$ cat src/hdl/strict_predecessor_successor_search_macros.svh
// Assertion macros for the predecessor/successor search block.
// Used by files that carry concurrent assertions; no dependencies.
`ifndef STRICT_PREDECESSOR_SUCCESSOR_SEARCH_MACROS_SVH
`define STRICT_PREDECESSOR_SUCCESSOR_SEARCH_MACROS_SVH
// implication checked on every clock edge outside reset
`define SPS_ASSERT_IMP(lbl, ante, cons) \
	lbl: assert property (@(posedge clk) disable iff (!arst_n) (ante) |-> (cons)) \
		else $error("assertion failed");
// implication whose consequent is checked in the cycle after the antecedent
`define SPS_ASSERT_NXT(lbl, ante, cons) \
	lbl: assert property (@(posedge clk) disable iff (!arst_n) (ante) |=> (cons)) \
		else $error("assertion failed");
`endif

$ cat src/hdl/sps_pkg.sv
// Package for the predecessor/successor search block: commands, codes, widths.
// No dependencies.
package sps_pkg;
	localparam int unsigned VALUE_W = 31;
	localparam int unsigned CMD_W = 2;

	typedef enum logic [CMD_W-1:0] {
		CMD_CLEAR  = 2'd0,
		CMD_INSERT = 2'd1,
		CMD_QUERY  = 2'd2,
		CMD_NONE   = 2'd3
	} cmd_t;

	typedef logic [VALUE_W-1:0] value_t;

	typedef struct packed {
		logic   below_found;
		value_t below_value;
		logic   above_found;
		value_t above_value;
	} result_t;
endpackage

$ cat src/hdl/sps_scan.sv
// Scan unit: compares memory read data against a query and folds the best
// strict predecessor and successor. Depends on sps_pkg.
module sps_scan (
	input  logic              clk,
	input  logic              arst_n,
	input  logic              start,
	input  sps_pkg::value_t   key,
	input  logic              rd_valid,
	input  sps_pkg::value_t   rd_data,
	output sps_pkg::result_t  acc
);
	sps_pkg::value_t  key_q;
	logic             below_found_q;
	logic             above_found_q;
	sps_pkg::value_t  below_value_q;
	sps_pkg::value_t  above_value_q;
	logic             take_below;
	logic             take_above;

	assign take_below = rd_valid && (rd_data < key_q) &&
		(!below_found_q || rd_data > below_value_q);
	assign take_above = rd_valid && (rd_data > key_q) &&
		(!above_found_q || rd_data < above_value_q);

	always_ff @(posedge clk or negedge arst_n) begin
		if (!arst_n) begin
			below_found_q <= 1'b0;
			above_found_q <= 1'b0;
		end else if (start) begin
			below_found_q <= 1'b0;
			above_found_q <= 1'b0;
		end else begin
			if (take_below)
				below_found_q <= 1'b1;
			if (take_above)
				above_found_q <= 1'b1;
		end
	end

	always_ff @(posedge clk) begin
		if (start) begin
			key_q <= key;
			below_value_q <= '0;
			above_value_q <= '0;
		end else begin
			if (take_below)
				below_value_q <= rd_data;
			if (take_above)
				above_value_q <= rd_data;
		end
	end

	assign acc.below_found = below_found_q;
	assign acc.below_value = below_value_q;
	assign acc.above_found = above_found_q;
	assign acc.above_value = above_value_q;
endmodule

$ cat config.mk
export PLATFORM = sky130hd
export DESIGN_NAME = sps_scan
export DESIGN_NICKNAME = d
export VERILOG_FILES = /design/src/hdl/strict_predecessor_successor_search_macros.svh /design/src/hdl/sps_pkg.sv /design/src/hdl/sps_scan.sv
export SDC_FILE = /design/constraint.sdc
export NUM_CORES = 1
export LEC_CHECK = 0
export BUFFER_PORTS_ARGS = -buffer_cell sky130_fd_sc_hd__clkbuf_2
export CAP_MARGIN = 25
export CORE_MARGIN = 2
export CORE_UTILIZATION = 55
export CTS_CLUSTER_DIAMETER = 40
export CTS_CLUSTER_SIZE = 8
export DETAILED_ROUTE_END_ITERATION = 16
export PLACE_DENSITY_LB_ADDON = 0.15
export SETUP_SLACK_MARGIN = 0.02
export SLEW_MARGIN = 5
export SYNTH_ARGS = -nofsm -noshare
export SYNTH_HDL_FRONTEND = slang
export SYNTH_SLANG_ARGS = --single-unit
$ cat constraint.sdc
create_clock -name clk -period 2.7 [get_ports clk]
set_input_delay 0.54 -clock clk [delete_from_list [all_inputs] [get_ports clk]]
set_output_delay 0.54 -clock clk [all_outputs]
set_load 0.005 [all_outputs]
==> run summary <==
* **Tot Pwr** 3.39 mW
* **share of async-settable or async-resettable flops after synthesis** 2.11%
* **effective utilization at floorplan** 56.9%
* **minimum clock period** 2600 ps
* **WP data arrival** 2910 ps
* **Avg Vias per Cell** 5.29
* **number of rows created at floorplan** 37
* **Cell Area, Placed** 6940 sq um
* **number of antenna violations at the first check in global routing** 0
* **worst clock skew** 10.7 ps
* **fraction of final layout cells sized beyond drive strength 1** 24.2%
* **class of the most critical setup path** flop to flop
* **Pwr per Cell Area** 473 nW/um^2
* **synthesized netlist net count** 767
* **status** completed
* **count of distinct cell types in the synthesized netlist** 40
* **nets@finish** 929
* **part of the Yosys area used for sequential elements** 37.7%
* **unrepaired setup endpoints after global routing** true
* **reported leakage power** 3.41 nW
* **minimum setup slack in the final design** 96.8 ps
* **remaining antenna violation count after routing** 0
* **die boundary height** 108 um
* **synthesized netlist cell count** 609
* **length of the first detailed-routing pass in iterations** 4
* **maximum number of pins on one net before global-route repair** 127
* **die area** 11600 sq um
* **worst setup slack before clock tree synthesis** -159 ps
* **average cell area after synthesis** 9.69 sq um
* **first-pass GRT wire length** 22.2 mm
* **synthesized flop and latch total** 95
* **cell type contributing the most total cell area after synthesis** sky130_fd_sc_hd__dfxtp_1
* **Final Cycle Share** 96.4%
* **total of max-cap violations** 0
* **final global-route overflow total** 0
* **leading cell types by total area after synthesis** sky130_fd_sc_hd__dfxtp_1, sky130_fd_sc_hd__ha_1, sky130_fd_sc_hd__edfxtp_1, sky130_fd_sc_hd__mux2i_1, sky130_fd_sc_hd__nand2b_1
* **port bufs** 129
* **Area growth syn-to-layout** 21.4%
* **Reg clk slew, reported paths** 90 ps
* **Layout fillers** 885
* **TritonCTS clock tree** done
* **number of instances on the worst hold path** 1
* **most used standard cells in the synthesized netlist** sky130_fd_sc_hd__inv_1, sky130_fd_sc_hd__nand2b_1, sky130_fd_sc_hd__ha_1, sky130_fd_sc_hd__dfxtp_1, sky130_fd_sc_hd__mux2i_1
* **level count of the clock H-tree** 3
* **Worst-Margin Slew** 448 ps
* **core area** 10400 sq um
* **routed length per placed instance** 15.4 um
* **number of design-rule violations left by the first detailed-router iteration** 208
* **Yosys warning count** 0
* **Worst Hold Class** input port to flop
* **worst-skew pair later-pin latency** 380 ps
* **CTS Buf Count** 9
* **endpoint kind of the worst setup timing path** flop
* **number of max-slew violations in the final report** 0
* **flip-flop cell with the highest count after synthesis** sky130_fd_sc_hd__dfxtp_1
* **overall via count from detail_route** 4823
* **CP required** 3010 ps
* **area occupied by multi-input gates** 3210 sq um
* **finished layout cell area** 7160 sq um
* **setup-violating endpoint count in the final report** 0
* **Top Ports** 130
* **fraction of the core area covered by cells at the end of the flow** 69.0%
* **Setup crit start kind** flop
* **Post-DP HPWL** 10.9 mm
* **Clk Tree Root Cell** sky130_fd_sc_hd__clkbuf_8
* **Setup TNS Final** 0 ps
* **Yosys top cell area share** 21.0%
* **clock sinks** 95
* **GR Util All Layers** 24.7%
* **Placer Congestion** 0.876
* **footprint of the flip-flops and latches** 2220 sq um
* **drc violations** 0
* **number of hold-slack violations in the final timing report** 0
* **x dimension of the die** 108 um
* **vias in the first global route** 4633
* **worst slew margin relative to its limit** 70.1%
* **antenna diode count** 0
* **highest attainable clock frequency** 384 MHz
* **maximum clock path buffer count** 2
* **worst r2r path cells** 10
* **Post-synth EDFFs** 31
* **routed wire length** 14.1 mm
* **maximum vdd ir drop** 0.395 mV
* **worst-path fanout max** 13
* **summed instance area of the synthesized netlist** 5900 sq um
routing by layer:
metal | routed length, um | global-route usage (%) | part of all wire (%) | vias up
met3 | 725 | 6.78 | 5.1 | 16
met2 | 6790 | 41.0 | 48 | 108
met5 | 0 | 0 | 0 | -
met1 | 6390 | 31.9 | 45 | 2284
li1 | - | - | - | 2415
met4 | 176 | 5.86 | 1.3 | 0
state kept, by name, summed over array words and instances (netlist names):
name,cells
below_value_q,31
below_found_q,1
key_q,31
above_value_q,31
above_found_q,1
what timing repair did:
action,CTS,global route
hold buffers,1,0
setup endpoints to repair,0,36
buffers inserted,0,1
gates resized for setup,0,3
endpoints found under the hold margin,2,0
layout by cell type, fill, tap and decap left out, drive strengths merged, types with 2 or more instances in the layout:
cell type,instances
clkbuf,138
nand2b,93
inv,93
ha,92
mux2i,62
dfxtp,62
buf,40
a21oi,36
edfxtp,31
nand2,26
o21ai,19
nand4,16
nor2,13
a211oi,7
nand3,7
nor3,7
clkinv,6
a221oi,3
a31oi,2
nand3b,2
nor4,2
dfrtp,2
or4,2
where the power goes:
group | leakage, nW | internal [mW] | switching [mW] | total, mW
clock | 0.0794 | 0.325 | 0.504 | 0.830
sequential | 0.836 | 1.59 | 0.0778 | 1.67
combinational | 2.49 | 0.434 | 0.458 | 0.892
final cells by class:
type | instances | area share (%)
Sequential cell | 95 | 31.0
Multi-Input combinational cell | 402 | 44.9
Inverter | 93 | 4.88
Clock buffer | 9 | 1.73
Timing Repair Buffer | 170 | 14.5
Tap cell | 136 | 2.38
Clock inverter | 7 | 0.559
kinds of logic (layout without fill, tap and decap cells):
| kind of cell | count (synthesis) | after routing | share of synthesized area [%] |
|---|---|---|---|
| AND/OR/NAND/NOR | 173 | 173 | 16.8 |
| AO/OA/AOI/OAI | 75 | 75 | 7.57 |
| adder cells (fa/ha/maj) | 92 | 92 | 19.5 |
| buffers and inverters | 112 | 279 | 7.97 |
| multiplexers | 62 | 62 | 10.5 |
| flip-flops | 95 | 95 | 37.7 |
per-stage QoR:
stage	hold WS, ps	cells
after floorplan	244	609
after global placement	339	892
after detailed placement	337	892
after CTS	309	909
after global routing	302	912
final	325	912
worst max-delay path: stages, from the launching register on:
cell and delay [ps]:
sky130_fd_sc_hd__edfxtp_1 330, sky130_fd_sc_hd__inv_1 50, sky130_fd_sc_hd__ha_1 290, sky130_fd_sc_hd__nand4_1 190, sky130_fd_sc_hd__or4_2 710, sky130_fd_sc_hd__o21ai_1 140, sky130_fd_sc_hd__a41oi_1 50, sky130_fd_sc_hd__o21a_2 170
sky130_fd_sc_hd__o211ai_4 160, sky130_fd_sc_hd__buf_12 220, sky130_fd_sc_hd__mux2i_1 210
worst paths after layout:
path	startpoint	to	slack [ps]
min in group asynchronous	arst_n	below_found_q	480
max in group asynchronous	arst_n	above_found_q	2110
worst max register to register	key_q[12]	above_value_q[2]	100
worst min register to register	below_value_q[29]	below_value_q[29]	500
worst min-delay path	key[15]	key_q[15]	320
worst max-delay path	key_q[12]	above_value_q[2]	100
No activity file was read; power rests on OpenSTA's default activity.
